<file path="config.mk">
export PLATFORM = sky130hd
export DESIGN_NAME = isp_programmer_command_engine
export DESIGN_NICKNAME = d
export VERILOG_FILES = /design/src/hdl/isp_cmd_pkg.sv /design/src/hdl/isp_cmd_regs.sv /design/src/hdl/isp_cmd_core.sv /design/src/hdl/isp_programmer_command_engine.sv
export VERILOG_INCLUDE_DIRS = /design/src /design/src/hdl
export SDC_FILE = /design/constraint.sdc
export NUM_CORES = 1
export LEC_CHECK = 0
export BUFFER_PORTS_ARGS = -buffer_cell sky130_fd_sc_hd__buf_2
export CAP_MARGIN = 25
export CORE_ASPECT_RATIO = 2
export CORE_MARGIN = 3
export CORE_UTILIZATION = 45
export CTS_CLUSTER_DIAMETER = 100
export DETAILED_ROUTE_END_ITERATION = 12
export GPL_ROUTABILITY_DRIVEN = 0
export GPL_TIMING_DRIVEN = 0
export PLACE_DENSITY = 0.76
export SLEW_MARGIN = 5
export SYNTH_ARGS = -nofsm -noshare
export SYNTH_HDL_FRONTEND = slang
export SYNTH_SLANG_ARGS = --single-unit
</file>
<file path="constraint.sdc">
create_clock -name clk -period 26.3 [get_ports clk]
set_input_delay 0 -clock clk [delete_from_list [all_inputs] [get_ports clk]]
set_output_delay 0 -clock clk [all_outputs]
set_load 0.03 [all_outputs]
</file>
<file path="src/hdl/isp_programmer_command_engine_assert.svh">
// ---------------------------------------------------------------------------
// isp_programmer_command_engine_assert.svh
// Assertion macros for the programmer command engine; empty under synthesis.
// ---------------------------------------------------------------------------
`ifndef ISP_PROGRAMMER_COMMAND_ENGINE_ASSERT_SVH
`define ISP_PROGRAMMER_COMMAND_ENGINE_ASSERT_SVH

`ifndef SYNTHESIS

// checked only outside reset
`define ISP_ASSERT(lbl, clk_s, rstn_s, prop) \
  lbl: assert property (@(posedge clk_s) disable iff (!rstn_s) prop) \
    else $error("isp command engine assertion failed");

// checked also during reset
`define ISP_ASSERT_ALWAYS(lbl, clk_s, prop) \
  lbl: assert property (@(posedge clk_s) prop) \
    else $error("isp command engine assertion failed");

`else

`define ISP_ASSERT(lbl, clk_s, rstn_s, prop)
`define ISP_ASSERT_ALWAYS(lbl, clk_s, prop)

`endif

`endif

</file>
<file path="src/hdl/isp_cmd_pkg.sv">
`timescale 1ns / 1ps
// ---------------------------------------------------------------------------
// isp_cmd_pkg
// Types, codes and helpers shared by the programmer command engine.
// ---------------------------------------------------------------------------
package isp_cmd_pkg;

  localparam logic [3:0] CHUNK_BYTES = 4'd8;

  // item kinds
  localparam logic [1:0] KIND_SETUP = 2'd0;
  localparam logic [1:0] KIND_READ  = 2'd1;
  localparam logic [1:0] KIND_WRITE = 2'd2;

  // setup function codes
  localparam logic [7:0] FC_CONNECT    = 8'd1;
  localparam logic [7:0] FC_DISCONNECT = 8'd2;
  localparam logic [7:0] FC_TRANSMIT   = 8'd3;
  localparam logic [7:0] FC_READ_FLASH = 8'd4;
  localparam logic [7:0] FC_ENABLE     = 8'd5;
  localparam logic [7:0] FC_WRITE_FLASH = 8'd6;
  localparam logic [7:0] FC_READ_EEP   = 8'd7;
  localparam logic [7:0] FC_WRITE_EEP  = 8'd8;
  localparam logic [7:0] FC_LONG_ADDR  = 8'd9;
  localparam logic [7:0] FC_SET_SCK    = 8'd10;
  localparam logic [7:0] FC_CAPS       = 8'd127;

  // transmit query bytes
  localparam logic [7:0] QB_SIG     = 8'h30;
  localparam logic [7:0] QB_FUSE_LO = 8'h50;
  localparam logic [7:0] QB_FUSE_HI = 8'h58;
  localparam logic [7:0] QB_EXT     = 8'h08;
  localparam logic [7:0] QB_ZERO    = 8'h00;
  localparam logic [7:0] LEN_DATA   = 8'hff;

  // link states
  localparam logic [1:0] LINK_NONE = 2'd0;
  localparam logic [1:0] LINK_CONN = 2'd1;
  localparam logic [1:0] LINK_PROG = 2'd2;

  // transfer states
  localparam logic [2:0] XS_IDLE   = 3'd0;
  localparam logic [2:0] XS_RFLASH = 3'd1;
  localparam logic [2:0] XS_REEP   = 3'd2;
  localparam logic [2:0] XS_WFLASH = 3'd3;
  localparam logic [2:0] XS_WEEP   = 3'd4;

  // memory operations
  localparam logic [2:0] MOP_NONE   = 3'd0;
  localparam logic [2:0] MOP_RFLASH = 3'd1;
  localparam logic [2:0] MOP_REEP   = 3'd2;
  localparam logic [2:0] MOP_WFLASH = 3'd3;
  localparam logic [2:0] MOP_WEEP   = 3'd4;

  // chunk status
  localparam logic [1:0] CS_REJECT = 2'd0;
  localparam logic [1:0] CS_OK     = 2'd1;
  localparam logic [1:0] CS_DONE   = 2'd2;

  // register indexes
  localparam logic [2:0] REG_SIG      = 3'd0;
  localparam logic [2:0] REG_FUSE_LO  = 3'd1;
  localparam logic [2:0] REG_FUSE_HI  = 3'd2;
  localparam logic [2:0] REG_FUSE_EXT = 3'd3;
  localparam logic [2:0] REG_LOCK     = 3'd4;

  typedef struct packed {
    logic [23:0] signature_bytes;
    logic [7:0]  fuse_low;
    logic [7:0]  fuse_high;
    logic [7:0]  fuse_extended;
    logic [7:0]  lock_byte;
  } cfg_t;

  typedef struct packed {
    logic [1:0]  item_kind;
    logic [7:0]  func_code;
    logic [47:0] setup_args;
    logic [3:0]  chunk_len;
    logic [63:0] chunk_data;
  } item_t;

  typedef struct packed {
    logic [31:0] reply_bytes;
    logic [7:0]  reply_len;
    logic [1:0]  chunk_status;
    logic [2:0]  mem_op;
    logic [31:0] mem_address;
    logic [3:0]  mem_len;
    logic [63:0] mem_data;
  } res_t;

  function automatic logic [63:0] byte_mask(input logic [3:0] len);
    logic [63:0] m;
    m = '0;
    for (int i = 0; i < 8; i++) begin
      m[8*i +: 8] = (4'(i) < len) ? 8'hff : 8'h00;
    end
    return m;
  endfunction

endpackage

</file>
<file path="src/hdl/isp_cmd_regs.sv">
`timescale 1ns / 1ps
// ---------------------------------------------------------------------------
// isp_cmd_regs
// Configuration registers behind the APB-style port.
// ---------------------------------------------------------------------------
module isp_cmd_regs (
  input  logic                 clk,
  input  logic                 rst_n,
  input  logic                 psel,
  input  logic                 penable,
  input  logic                 pwrite,
  input  logic [4:0]           paddr,
  input  logic [31:0]          pwdata,
  output logic [31:0]          prdata,
  output logic                 pready,
  output isp_cmd_pkg::cfg_t    cfg
);

  isp_cmd_pkg::cfg_t cfg_r;
  logic [2:0]        idx;
  logic              wr_en;

  assign idx    = paddr[4:2];
  assign pready = 1'b1;
  assign wr_en  = psel && penable && pwrite;
  assign cfg    = cfg_r;

  always_ff @(posedge clk) begin
    if (!rst_n) begin
      cfg_r <= '0;
    end else if (wr_en) begin
      unique case (idx)
        isp_cmd_pkg::REG_SIG:      cfg_r.signature_bytes <= pwdata[23:0];
        isp_cmd_pkg::REG_FUSE_LO:  cfg_r.fuse_low        <= pwdata[7:0];
        isp_cmd_pkg::REG_FUSE_HI:  cfg_r.fuse_high       <= pwdata[7:0];
        isp_cmd_pkg::REG_FUSE_EXT: cfg_r.fuse_extended   <= pwdata[7:0];
        isp_cmd_pkg::REG_LOCK:     cfg_r.lock_byte       <= pwdata[7:0];
        default: ;
      endcase
    end
  end

  always_comb begin
    unique case (idx)
      isp_cmd_pkg::REG_SIG:      prdata = {8'h00, cfg_r.signature_bytes};
      isp_cmd_pkg::REG_FUSE_LO:  prdata = {24'h0, cfg_r.fuse_low};
      isp_cmd_pkg::REG_FUSE_HI:  prdata = {24'h0, cfg_r.fuse_high};
      isp_cmd_pkg::REG_FUSE_EXT: prdata = {24'h0, cfg_r.fuse_extended};
      isp_cmd_pkg::REG_LOCK:     prdata = {24'h0, cfg_r.lock_byte};
      default:                   prdata = '0;
    endcase
  end

endmodule

</file>
<file path="src/hdl/isp_cmd_core.sv">
`timescale 1ns / 1ps
// ---------------------------------------------------------------------------
// isp_cmd_core
// Command decode and protocol state: link, transfer, address mode, address
// and byte count. State advances once per processed transaction.
// ---------------------------------------------------------------------------
module isp_cmd_core (
  input  logic                 clk,
  input  logic                 rst_n,
  input  logic                 fire,
  input  isp_cmd_pkg::item_t   item,
  input  isp_cmd_pkg::cfg_t    cfg,
  output isp_cmd_pkg::res_t    res
);

  logic [1:0]  link_r,  link_nxt;
  logic [2:0]  xfer_r,  xfer_nxt;
  logic        lam_r,   lam_nxt;
  logic [31:0] addr_r,  addr_nxt;
  logic [15:0] rem_r,   rem_nxt;

  logic [7:0]  b2, b3, b4;
  logic [7:0]  last;
  logic        q_hit;
  logic [3:0]  len;
  logic [31:0] addr_inc;
  logic [15:0] rem_dec;
  logic        finished;

  assign b2 = item.setup_args[7:0];
  assign b3 = item.setup_args[15:8];
  assign b4 = item.setup_args[23:16];

  assign len = (item.chunk_len > isp_cmd_pkg::CHUNK_BYTES) ?
               isp_cmd_pkg::CHUNK_BYTES : item.chunk_len;
  assign addr_inc = addr_r + {28'h0, len};
  assign rem_dec  = ({12'h0, len} >= rem_r) ? 16'h0 : rem_r - {12'h0, len};

  // transmit query: last reply byte
  always_comb begin
    q_hit = 1'b1;
    last  = '0;
    if (b2 == isp_cmd_pkg::QB_SIG && b3 == isp_cmd_pkg::QB_ZERO && b4 < 8'd3) begin
      case (b4[1:0])
        2'd0:    last = cfg.signature_bytes[7:0];
        2'd1:    last = cfg.signature_bytes[15:8];
        default: last = cfg.signature_bytes[23:16];
      endcase
    end else if (b2 == isp_cmd_pkg::QB_FUSE_LO && b3 == isp_cmd_pkg::QB_ZERO) begin
      last = cfg.fuse_low;
    end else if (b2 == isp_cmd_pkg::QB_FUSE_HI && b3 == isp_cmd_pkg::QB_EXT) begin
      last = cfg.fuse_high;
    end else if (b2 == isp_cmd_pkg::QB_FUSE_LO && b3 == isp_cmd_pkg::QB_EXT) begin
      last = cfg.fuse_extended;
    end else if (b2 == isp_cmd_pkg::QB_FUSE_HI && b3 == isp_cmd_pkg::QB_ZERO) begin
      last = cfg.lock_byte;
    end else begin
      q_hit = 1'b0;
    end
  end

  always_comb begin
    link_nxt = link_r;
    xfer_nxt = xfer_r;
    lam_nxt  = lam_r;
    addr_nxt = addr_r;
    rem_nxt  = rem_r;
    res      = '0;
    finished = 1'b0;
    unique case (item.item_kind)
      isp_cmd_pkg::KIND_SETUP: begin
        unique case (item.func_code) inside
          isp_cmd_pkg::FC_CONNECT: begin
            link_nxt = isp_cmd_pkg::LINK_CONN;
            lam_nxt  = 1'b0;
          end
          isp_cmd_pkg::FC_DISCONNECT: begin
            link_nxt = isp_cmd_pkg::LINK_NONE;
          end
          isp_cmd_pkg::FC_TRANSMIT: begin
            if (q_hit) begin
              res.reply_bytes = {last, b4, b3, b2};
              res.reply_len   = 8'd4;
            end
          end
          isp_cmd_pkg::FC_READ_FLASH, isp_cmd_pkg::FC_READ_EEP: begin
            if (link_r != isp_cmd_pkg::LINK_NONE) begin
              if (!lam_r) addr_nxt = {16'h0, item.setup_args[15:0]};
              rem_nxt  = item.setup_args[47:32];
              xfer_nxt = (item.func_code == isp_cmd_pkg::FC_READ_FLASH) ?
                         isp_cmd_pkg::XS_RFLASH : isp_cmd_pkg::XS_REEP;
              res.reply_len = isp_cmd_pkg::LEN_DATA;
            end
          end
          isp_cmd_pkg::FC_ENABLE: begin
            if (link_r == isp_cmd_pkg::LINK_CONN) begin
              link_nxt = isp_cmd_pkg::LINK_PROG;
            end else begin
              res.reply_bytes = 32'd1;
            end
            res.reply_len = 8'd1;
          end
          isp_cmd_pkg::FC_WRITE_FLASH, isp_cmd_pkg::FC_WRITE_EEP: begin
            if (link_r == isp_cmd_pkg::LINK_PROG) begin
              if (!lam_r) addr_nxt = {16'h0, item.setup_args[15:0]};
              rem_nxt  = item.setup_args[47:32];
              xfer_nxt = (item.func_code == isp_cmd_pkg::FC_WRITE_FLASH) ?
                         isp_cmd_pkg::XS_WFLASH : isp_cmd_pkg::XS_WEEP;
              res.reply_len = isp_cmd_pkg::LEN_DATA;
            end
          end
          isp_cmd_pkg::FC_LONG_ADDR: begin
            if (link_r != isp_cmd_pkg::LINK_NONE) begin
              lam_nxt  = 1'b1;
              addr_nxt = item.setup_args[31:0];
            end
          end
          isp_cmd_pkg::FC_SET_SCK: res.reply_len = 8'd1;
          isp_cmd_pkg::FC_CAPS:    res.reply_len = 8'd4;
          default: ;
        endcase
      end
      isp_cmd_pkg::KIND_READ: begin
        if (xfer_r == isp_cmd_pkg::XS_RFLASH || xfer_r == isp_cmd_pkg::XS_REEP) begin
          res.mem_op = (xfer_r == isp_cmd_pkg::XS_RFLASH) ?
                       isp_cmd_pkg::MOP_RFLASH : isp_cmd_pkg::MOP_REEP;
          finished        = len < isp_cmd_pkg::CHUNK_BYTES;
          res.mem_address = addr_r;
          res.mem_len     = len;
          addr_nxt        = addr_inc;
          res.chunk_status = finished ? isp_cmd_pkg::CS_DONE : isp_cmd_pkg::CS_OK;
          if (finished) xfer_nxt = isp_cmd_pkg::XS_IDLE;
        end
      end
      isp_cmd_pkg::KIND_WRITE: begin
        if (xfer_r == isp_cmd_pkg::XS_WFLASH || xfer_r == isp_cmd_pkg::XS_WEEP) begin
          res.mem_op = (xfer_r == isp_cmd_pkg::XS_WFLASH) ?
                       isp_cmd_pkg::MOP_WFLASH : isp_cmd_pkg::MOP_WEEP;
          res.mem_data    = item.chunk_data & isp_cmd_pkg::byte_mask(len);
          rem_nxt         = rem_dec;
          finished        = rem_dec == 16'h0;
          res.mem_address = addr_r;
          res.mem_len     = len;
          addr_nxt        = addr_inc;
          res.chunk_status = finished ? isp_cmd_pkg::CS_DONE : isp_cmd_pkg::CS_OK;
          if (finished) xfer_nxt = isp_cmd_pkg::XS_IDLE;
        end
      end
      default: ;
    endcase
  end

  always_ff @(posedge clk) begin
    if (!rst_n) begin
      link_r <= isp_cmd_pkg::LINK_NONE;
      xfer_r <= isp_cmd_pkg::XS_IDLE;
      lam_r  <= 1'b0;
      addr_r <= '0;
      rem_r  <= '0;
    end else if (fire) begin
      link_r <= link_nxt;
      xfer_r <= xfer_nxt;
      lam_r  <= lam_nxt;
      addr_r <= addr_nxt;
      rem_r  <= rem_nxt;
    end
  end

endmodule

</file>
<file path="src/hdl/isp_programmer_command_engine.sv">
`timescale 1ns / 1ps
// ---------------------------------------------------------------------------
// isp_programmer_command_engine
// Command engine of an in-system programmer: setup packets, read and write
// chunks, one result transaction per input transaction.
//
// Input channel in_*: one transaction per setup packet or chunk, taken when
// in_valid is high and in_stall low. Result channel out_*: one transaction
// per input, same order, held while out_stall is high.
// Configuration: APB-style port, registers at byte addresses 0,4,..,16;
// pready is always high, writes land at the access cycle.
// Path: input register, then decode and state update into the result
// register; out_valid rises when the result register loads.
// Throughput: one transaction per cycle while out_stall is low; the single
// decode stage between the input and result registers sets it.
// Stalls: with out_stall high the result register holds, the input
// register still fills once, then in_stall rises.
// Reset: synchronous; link unconnected, transfer idle, address, byte count
// and all configuration registers cleared, both channels empty.
// ---------------------------------------------------------------------------
`include "isp_programmer_command_engine_assert.svh"

module isp_programmer_command_engine (
  input  logic        clk,
  input  logic        rst_n,
  input  logic        in_valid,
  output logic        in_stall,
  input  logic [1:0]  in_item_kind,
  input  logic [7:0]  in_func_code,
  input  logic [47:0] in_setup_args,
  input  logic [3:0]  in_chunk_len,
  input  logic [63:0] in_chunk_data,
  output logic        out_valid,
  input  logic        out_stall,
  output logic [31:0] out_reply_bytes,
  output logic [7:0]  out_reply_len,
  output logic [1:0]  out_chunk_status,
  output logic [2:0]  out_mem_op,
  output logic [31:0] out_mem_address,
  output logic [3:0]  out_mem_len,
  output logic [63:0] out_mem_data,
  input  logic        cfg_psel,
  input  logic        cfg_penable,
  input  logic        cfg_pwrite,
  input  logic [4:0]  cfg_paddr,
  input  logic [31:0] cfg_pwdata,
  output logic [31:0] cfg_prdata,
  output logic        cfg_pready
);

  isp_cmd_pkg::cfg_t  cfg;
  isp_cmd_pkg::item_t item_r;
  isp_cmd_pkg::res_t  res;
  isp_cmd_pkg::res_t  res_r;
  logic               in_valid_r;
  logic               out_valid_r;
  logic               advance;
  logic               load_in;

  assign advance  = in_valid_r && (!out_valid_r || !out_stall);
  assign in_stall = in_valid_r && !advance;
  assign load_in  = in_valid && !in_stall;

  isp_cmd_regs u_regs (
    .clk     (clk),
    .rst_n   (rst_n),
    .psel    (cfg_psel),
    .penable (cfg_penable),
    .pwrite  (cfg_pwrite),
    .paddr   (cfg_paddr),
    .pwdata  (cfg_pwdata),
    .prdata  (cfg_prdata),
    .pready  (cfg_pready),
    .cfg     (cfg)
  );

  isp_cmd_core u_core (
    .clk   (clk),
    .rst_n (rst_n),
    .fire  (advance),
    .item  (item_r),
    .cfg   (cfg),
    .res   (res)
  );

  always_ff @(posedge clk) begin
    if (!rst_n) begin
      in_valid_r  <= 1'b0;
      out_valid_r <= 1'b0;
    end else begin
      if (load_in || advance) in_valid_r <= load_in;
      if (advance) begin
        out_valid_r <= 1'b1;
      end else if (!out_stall) begin
        out_valid_r <= 1'b0;
      end
    end
  end

  always_ff @(posedge clk) begin
    if (load_in) begin
      item_r.item_kind  <= in_item_kind;
      item_r.func_code  <= in_func_code;
      item_r.setup_args <= in_setup_args;
      item_r.chunk_len  <= in_chunk_len;
      item_r.chunk_data <= in_chunk_data;
    end
    if (advance) res_r <= res;
  end

  assign out_valid        = out_valid_r;
  assign out_reply_bytes  = res_r.reply_bytes;
  assign out_reply_len    = res_r.reply_len;
  assign out_chunk_status = res_r.chunk_status;
  assign out_mem_op       = res_r.mem_op;
  assign out_mem_address  = res_r.mem_address;
  assign out_mem_len      = res_r.mem_len;
  assign out_mem_data     = res_r.mem_data;

  `ISP_ASSERT_ALWAYS(a_stall_needs_item, clk, in_stall |-> in_valid_r)
  `ISP_ASSERT(a_idle_access_zero, clk, rst_n, (out_valid_r && res_r.mem_op == isp_cmd_pkg::MOP_NONE) |-> (res_r.mem_address == 32'h0 && res_r.mem_len == 4'h0 && res_r.mem_data == 64'h0))
  `ISP_ASSERT(a_status_has_access, clk, rst_n, (out_valid_r && res_r.chunk_status != isp_cmd_pkg::CS_REJECT) |-> (res_r.mem_op != isp_cmd_pkg::MOP_NONE))
  `ISP_ASSERT(a_reply_no_access, clk, rst_n, (out_valid_r && res_r.reply_len != 8'h0) |-> (res_r.chunk_status == isp_cmd_pkg::CS_REJECT && res_r.mem_op == isp_cmd_pkg::MOP_NONE))

endmodule
</file>
==> impl_summary.md, run 1 <==
Route
The total number of vias is 13.1k. The first detailed-routing pass took 7 iterations. The detailed router's first-iteration violation count is 975.

The routed length per placed instance is 20.6 um. Summed over all layers, the routed wires come to 49,000 um. The detail route stage leaves a number of antenna-violating nets equal to 0. In the routed design, unresolved DRC markers number 0. In the routed layout, each cell is associated on average with a via count of 5.51.

Worst setup path
In this run the worst path has a maximum fanout of 9. STA puts the critical path data arrival time at 4.12 ns. For the worst setup path, the data required time is 26.58 ns.

Across all register-to-register paths, the minimum setup slack is 22.46 ns. The category of the worst setup path capture point is a register. The critical path is of the reg -> reg type. STA classifies the critical path startpoint as a register.

Clocking
The number of buffers created by CTS is 35. The CTS tree is done. The clock transition at the registers of the reported paths is 0.07 ns. The number of buffers on the longest clock path is 3.

The number of setup buffers added after CTS is 0. Clock tree synthesis selected as its root buffer the cell sky130_fd_sc_hd__clkbuf_16. The clock tree synthesis step divided the H-tree into 2 levels. The tree built by TritonCTS fans out to 378 sinks. The later pin in the worst-skew pair is clocked with a latency of 0.54 ns.

Synth
The share of the synthesized netlist area taken by xor and xnor gates is 0.490%. In this run, synthesis produced a sequential element count of 378. The number of different library cells used by synthesis comes to 72. Summed over its instances, the top area cell type makes up 49.6% of the synthesized netlist area.

After synthesis, the share of cell area in mux cells is 4.49%. The cell area that synthesis handed to floorplanning was 0.0161 mm2. By area, the combinational part of the netlist is dominated by simple AND/OR/NAND/NOR gates. Counting flops with a built-in enable in the synthesized netlist gives 266.

The post-synthesis average cell area is 11.9 um2. Of the total synthesized cell area, the portion taken by full adders, half adders and majority gates is 1.18%. The basic-gate share of the synthesized area counting and, or, nand and nor cells is 16.0%. Sequential cells were found to cover 63.6% of the synthesized design area. The total number of yosys warnings is 0. The synthesized design spends more area on one cell type than any other, namely sky130_fd_sc_hd__edfxtp_1. In the post-synthesis netlist, the biggest area contributors are sky130_fd_sc_hd__edfxtp_1, sky130_fd_sc_hd__dfxtp_1, sky130_fd_sc_hd__and2_1, sky130_fd_sc_hd__mux2i_1, sky130_fd_sc_hd__nand2_1.

For this run, asynchronously set or reset flops after synthesis account for 0%. In the synthesized netlist the dominant register cell turns out to be sky130_fd_sc_hd__edfxtp_1. Summing the areas of all compound-gate instances in the mapped netlist gives 11.1% of the synthesized area. In the synthesized netlist, the number of instances is 1,358.

Power and ir drop
The worst supply voltage drop on vdd is 0.0602 mV. The power density over cell area is 61.8 mW/mm2. The power consumption is 1.31 mW. In this run the static leakage power is 8.35 nW.

GRT
The total overflow left after global routing is 0. The via count of the first global-routing pass is 13.2k. The number of antenna violations at the first check in global routing is 0. The pin count of the biggest net entering global routing is 35. The global router's overall resource usage is 24.5%. The first global-routing pass estimated 73,500 um of wire.

Die
The initial core utilization is 45.7%. The floorplan step set the die height to 273 um. Row generation in the floorplan step produced 97 rows. The die width is 140 um.

The die covers 0.0382 mm2. The standard cell core area is 0.0352 mm2. The count of pins on the block boundary is 350.

Placement
The final HPWL from detailed placement is 34,800 um. The number of instances in the placed design is 2,161. The count of input and output buffers is 330.

Timing
The share of the clock period used by the worst path is 14.6%. The clock period minus worst slack is 3.84 ns. The achievable clock frequency is 261 MHz.

Setup repair after global routing left no endpoint under its margin. After routing, the total negative slack on setup checks comes to 0 ns. The final setup skew is 0.0290 ns.

The worst-case headroom to the max-slew limit is 32.1%. The final hold violation count is 0. The number of max-slew violations in the final report is 0. Setup violations remaining at the end of the flow were counted as 0.

For the pin with the worst max-slew slack, the measured transition is 1.01 ns.

Finish
The fill cell total of the finished layout is 2,759. Leaving out fill and tap cells, the most frequent cell in the layout is sky130_fd_sc_hd__buf_2. Relative to the synthesized area, the layout overhead comes to 32.1%. The count of nets after finishing is 2,090. The area of the multi-input gates is 0.00545 mm2. The library cells used most frequently in the layout, excluding fill and tap cells, are sky130_fd_sc_hd__buf_2, sky130_fd_sc_hd__edfxtp_1, sky130_fd_sc_hd__dlygate4sd3_1. Across the whole layout, storage elements account for 0.0102 mm2.

Excluding fillers, the count of instances in the completed layout stands at 2,377. Cells with a size suffix above 1 make up 23.6% of the layout.

Outcome
The run finished with clean final reports.

Job
The number of violations of the max-capacitance limit is 0.

Hold path
The min-delay analysis places its worst path in the category in -> reg.
[report_power, final]
part           leakage (nW)  internal [mW]  switching [mW]  total, mW
clock                 0.552          0.284           0.226      0.510
sequential             3.46          0.660          0.0112      0.671
combinational          4.34         0.0514          0.0808      0.132
[worst paths after layout]
check,cells after the start,startpoint,endpoint
max,11,item_r[67],out_chunk_status[0]
min,5,cfg_paddr[3],u_regs.cfg[33]
max reg2reg,11,item_r[67],out_chunk_status[0]
min reg2reg,2,u_core.lam_r,u_core.lam_r
[per-layer routing]
layer	vias up	routed length, um	global-route usage [%]
li1	6037	-	-
met1	6201	16400	25.2
met2	668	26600	46.4
met3	194	3010	3.23
met4	0	2980	14.4
met5	-	0	0
[worst max-delay path, cell delays in order (launching register included)]
cell and delay [ns]:
sky130_fd_sc_hd__edfxtp_1 0.54, sky130_fd_sc_hd__inv_1 0.22, sky130_fd_sc_hd__nand2_1 0.23, sky130_fd_sc_hd__inv_1 0.13, sky130_fd_sc_hd__fa_1 0.46, sky130_fd_sc_hd__nand2b_1 0.19
sky130_fd_sc_hd__a21oi_1 0.58, sky130_fd_sc_hd__nor2_1 0.15, sky130_fd_sc_hd__a211o_1 0.31, sky130_fd_sc_hd__nor4_2 0.45, sky130_fd_sc_hd__a21oi_1 0.13, sky130_fd_sc_hd__o21a_1 0.19
[cells by family (layout without fill, tap and decap cells)]
family	after synthesis	count (layout)
AOI/OAI and AO/OA	279	279
xor gates and xnor gates	9	9
adders and majority gates	14	14
buffers and inverters	109	665
DFF	378	378
muxes	70	70
other	2	20
and+or+nand+nor	497	497
[synth_stat cells, types with 22 or more instances]
cell type and instances:
sky130_fd_sc_hd__edfxtp_1 266, sky130_fd_sc_hd__inv_1 25, sky130_fd_sc_hd__and2_1 123, sky130_fd_sc_hd__and3_1 22
sky130_fd_sc_hd__nand2_1 124, sky130_fd_sc_hd__nor2_1 107, sky130_fd_sc_hd__mux2i_1 53, sky130_fd_sc_hd__clkbuf_1 52
sky130_fd_sc_hd__nand3_1 25, sky130_fd_sc_hd__dfxtp_1 112, sky130_fd_sc_hd__o21ai_0 57, sky130_fd_sc_hd__a21oi_1 91
[through the flow]
| step | hold slack, ns | setup slack, ns | utilization [%] | cell area [um2] |
|---|---|---|---|---|
| floorplan | 0.0989 | 12.71 | - | 16200 |
| global placement | 0.177 | 6.99 | 52.2 | 18400 |
| detailed placement | 0.178 | 22.54 | 52.9 | 18600 |
| CTS | 0.0881 | 22.52 | 60.4 | 21300 |
| global route | 0.164 | 22.19 | 60.4 | 21300 |
| finish | 0.127 | 22.46 | 60.4 | 21300 |
[final cells by class]
cell class,instances,share of cell area [%]
diodes,1,0.0118
clock buffers,43,4.36
plain buffers,83,1.85
clock inverters,19,0.930
well taps,445,2.62
inverters,26,0.482
repair buffers,494,16.0
flip-flops and latches,378,48.1
multi-input cells,888,25.6
[timing repair]
action                     4_1_cts  5_1_grt
setup endpoints to repair        0        0
hold endpoints to repair       204        0
hold buffers                   153        0
resized for setup                0        0
[state kept, by name, summed over array words and instances, names as in the netlist, 2 cells and up]
signal,cells
out_reply_bytes,32
u_core.addr_r,32
out_mem_len,4
u_core.rem_r,16
out_mem_data,64
u_core.xfer_r,3
item_r,126
out_chunk_status,2
out_mem_address,32
out_reply_len,3
out_mem_op,3
u_regs.cfg,56
u_core.link_r,2
(Power assumes the default switching activity.)
==> inputs of run 2 (changes only) <==
--- a/config.mk
+++ b/config.mk
@@ -6,6 +6,7 @@
 export SDC_FILE = /design/constraint.sdc
 export NUM_CORES = 1
 export LEC_CHECK = 0
+export ABC_AREA = 1
 export BUFFER_PORTS_ARGS = -buffer_cell sky130_fd_sc_hd__buf_2
 export CAP_MARGIN = 25
 export CORE_ASPECT_RATIO = 2
==> constraint.sdc (replaced) <==
create_clock -name clk -period 3.74 [get_ports clk]
set_input_delay 0 -clock clk [delete_from_list [all_inputs] [get_ports clk]]
set_output_delay 0 -clock clk [all_outputs]
set_load 0.03 [all_outputs]
==> run 2 against run 1 <==
Synthesized cell count rose by 25%. Combinational power rose to 8.5 times the previous value. Worst setup slack got worse by 22 ns. Hold slack got worse by 0.020 ns. Clock power rose to 7.5 times the previous value. Sequential share of layout area fell by 1.2 points. Largest cell class unchanged. Sequential power rose to 7.1 times the previous value. Utilization barely moved.
==> impl_summary.md, run 2 <==
Outcome
The run finished with clean final reports.

Clocking
The CTS tree is done. The number of buffers created by CTS is 36 (+2.9%). The latest clock arrival within the worst-skew pair was 0.54 ns (about the same). The total clock sinks was 378 (unchanged). The number of buffers on the longest clock path is 3 (unchanged). The number of setup buffers added after CTS is 0 (unchanged). The root buffer cell chosen for the clock tree is sky130_fd_sc_hd__clkbuf_16. The clock transition at the registers of the reported paths was 0.07 ns (about the same).

The number of H-tree branching levels came to 2 (unchanged).

Worst setup path
The startpoint identified for the worst register-to-register timing path is item_r[67]. The largest driver fanout on the critical path is 10 (+1). The worst stage delay on the critical path is 0.46 ns (-0.12 ns). The class of the most critical setup path is reg -> reg. The setup slack of the worst register-to-register path is 0.23 ns (-22.23 ns). The most numerous cell type found on the critical path is sky130_fd_sc_hd__inv_1.

The start point of the critical path is item_r[67]. The worst-path cell with the longest stage delay is sky130_fd_sc_hd__edfxtp_1. The required time of the worst setup path is 4.22 ns (-22.36 ns). Traced cell by cell, the critical path runs through clkbuf_2 -> clkbuf_2 -> nor2_2 -> ha_1 -> inv_1 -> fa_1 -> inv_1 -> nand3_1 -> nand3_2 -> inv_1 -> nor2_4 -> nand2_1 -> inv_1 -> nand3_1 -> a21oi_1 -> o21ai_0 -> nand2_1 -> nor2_1 -> nor2_1. The endpoint arrival time on the critical path is 3.99 ns (-0.13 ns).

The kind of start point of the critical path is a register. The worst setup path is captured at a register.

Timing
The clock period minus worst slack is 3.51 ns (-0.327 ns). Setup repair after global routing left no endpoint under its margin. The number of setup violations in the final report was 0 (unchanged). The transition time at the pin with the least slew margin came to 1.01 ns (+0.00174 ns). The final hold violation count came to 0 (unchanged). The number of max-slew violations in the final report was 0 (unchanged). The worst-case headroom to the max-slew limit is 31.9% (-0.23 points). The achievable clock frequency came to 285 MHz (+9.3%). The final setup skew came to 0.0210 ns (-0.00808 ns). The share of the clock period used by the worst path was 93.9% (+79 points). The worst hold margin was 0.106 ns (-0.0204 ns).

Route
The average vias per placed instance came to 5.50 (-0.22%). The DRC violation count after routing was 0 (unchanged). The routed length per placed instance came to 19.9 um (-3.4%). The detailed router's first-iteration violation count came to 1,365 (+40%). The first-pass iteration count of the detailed router is 8 (+1). The total wirelength of the detailed-routed design is 54,300 um (+11%). The total number of vias is 15.0k (+14%).

The count of antenna-violating nets left after detailed routing is 0 (unchanged).

Die
The count of pins on the block boundary is 350 (unchanged). The die area came to 0.0393 mm2 (+3.0%). The floorplan die height was 278 um (+1.5%).

The initial core utilization was 46.0% (+0.29 points). The die width is 142 um (+1.5%). The floorplan row count is 98 (+1.0%). The standard cell core area is 0.0360 mm2 (+2.4%).

Placement
The instance area after placement came to 0.0190 mm2 (+2.2%). The final HPWL from detailed placement is 38,700 um (+11%). The count of input and output buffers is 329 (-0.30%).

Synth
The cell type with the highest aggregate area in the netlist is sky130_fd_sc_hd__edfxtp_1. The proportion of register bits with asynchronous set or reset after synthesis is 0% (unchanged). The area share of the leading cell type in the synthesized netlist is 48.1% (-1.5 points).

The synthesis-stage register bit count is 378 (unchanged). By count the netlist is led by sky130_fd_sc_hd__nand2_1, sky130_fd_sc_hd__edfxtp_1, sky130_fd_sc_hd__nor2_1. The number of library cell types mapped by synthesis came to 48 (-33%). The post-synthesis average cell area is 9.74 um2 (-18%). The share of synthesized area occupied by flip-flops and latches came to 61.7% (-1.9 points). The most frequently used cell type in the post-synthesis netlist is sky130_fd_sc_hd__nand2_1. The cell count after synthesis is 1,703 (+25%). The total number of yosys warnings is 0 (unchanged). The count of flip-flops with a built-in enable after synthesis is 266 (unchanged). By area the synthesized netlist is led by sky130_fd_sc_hd__edfxtp_1, sky130_fd_sc_hd__dfxtp_1, sky130_fd_sc_hd__nand2_1, sky130_fd_sc_hd__nor2_1, sky130_fd_sc_hd__inv_1. The synthesized area is 0.0166 mm2 (+3.1%). The most instantiated flip-flop cell in the synthesis netlist is sky130_fd_sc_hd__edfxtp_1.

Power and ir drop
The leakage dissipation came to 8.73 nW (+4.6%). The worst supply voltage drop on vdd is 0.538 mV (+790%). The power density over cell area is 444 mW/mm2 (+620%).

GRT
The global-route congestion overflow total is 0 (unchanged). The pin count of the biggest net entering global routing came to 93 (+170%). The global router's overall resource usage is 27.0% (+2.6 points). The global-route wire length before repair is 82,700 um (+12%). The number of antenna violations at the first check in global routing is 2 (+2). The via count of the first global-routing pass was 15.4k (+17%).

Finish
The design area came to 0.0218 mm2 (+2.5%). The leading cell type in the layout, fill and taps excluded is sky130_fd_sc_hd__buf_2. In the layout the commonest cells are sky130_fd_sc_hd__buf_2, sky130_fd_sc_hd__nand2_1, sky130_fd_sc_hd__edfxtp_1.

The fraction of final layout cells sized beyond drive strength 1 was 20.3% (-3.3 points). The core utilization of the finished layout is 60.5% (about the same). From synthesis to final layout, the design area changed by 31.4%. The register with the most flip-flops in the final layout is item_r. The count of nets after finishing is 2,430 (+16%). The flip-flop count of the largest register, all copies and words added is 126 (unchanged).

Hold path
The beginning of the worst hold path is cfg_paddr[2]. The worst min-delay path class is in -> reg.

Job
The number of violations of the max-capacitance limit is 0 (unchanged).
run 2: power by group:
group,total [mW],switching [mW],leakage [nW],internal (mW)
clock network,3.81,1.62,0.583,2.19
registers,4.74,0.0861,3.47,4.66
logic,1.12,0.729,4.68,0.392
total,9.67,2.43,8.73,7.24
run 2: per-stage QoR:
step,cells,setup TNS (ns),power (mW),setup WS [ns]
after floorplan,1720,-0.610,5.42,-0.0539
after global placement,2499,-193.50,5.77,-1.33
after detailed placement,2504,-0.574,5.79,-0.239
after CTS,2723,0,9.69,0.0151
after global routing,2725,0,9.98,0.0352
final,2726,0,9.67,0.230
run 2: area by class of cell:
type,count,area [um2]
clock buffer,45,966
buffer,74,392
clock inverter,21,239
sequential,378,10200
multi-input combinational,1065,5330
inverter,203,769
antenna,2,5.00
tap,450,563
timing repair buffer,488,3300
fill,2909,14300
run 2: repair_timing:
item	4_1_cts	5_1_grt
endpoints found under the setup margin	8	9
gates resized for setup	4	5
hold buffers	153	0
hold endpoints to repair	185	0
run 2: worst max-delay path: cells and delay by family, from the launching register on:
kind                       cells  cell delay [ns]
and+or+nand+nor                9             1.12
buffers and inverters          6             0.97
adders and majority gates      2             0.61
DFF                            1             0.46
AOI/OAI and AO/OA              2             0.26
run 2: path summary, 6_finish.rpt:
kind,end,cells after the start
worst max register to register,u_core.addr_r[18],19
worst min register to register,u_regs.cfg[17],2
worst min-delay path,u_regs.cfg[38],6
worst max-delay path,u_core.addr_r[18],19
run 2: cell families (layout without fill, tap and decap cells):
kind of cell | count (synthesis) | after routing | synth area share [%]
and+or+nand+nor | 725 | 725 | 19.8
DFF | 378 | 378 | 61.7
AOI/OAI and AO/OA | 294 | 294 | 9.81
buffers and inverters | 277 | 831 | 6.88
adders and majority gates | 14 | 14 | 1.15
xor gates and xnor gates | 13 | 13 | 0.686
other | 2 | 21 | 0.0453
run 2: layer usage:
metal	track usage (%)	wire length [um]	vias up
li1	-	-	6843
met1	25.8	16500	6915
met2	49.3	28500	926
met3	5.85	4320	307
met4	20.0	4970	0
met5	0	0	-
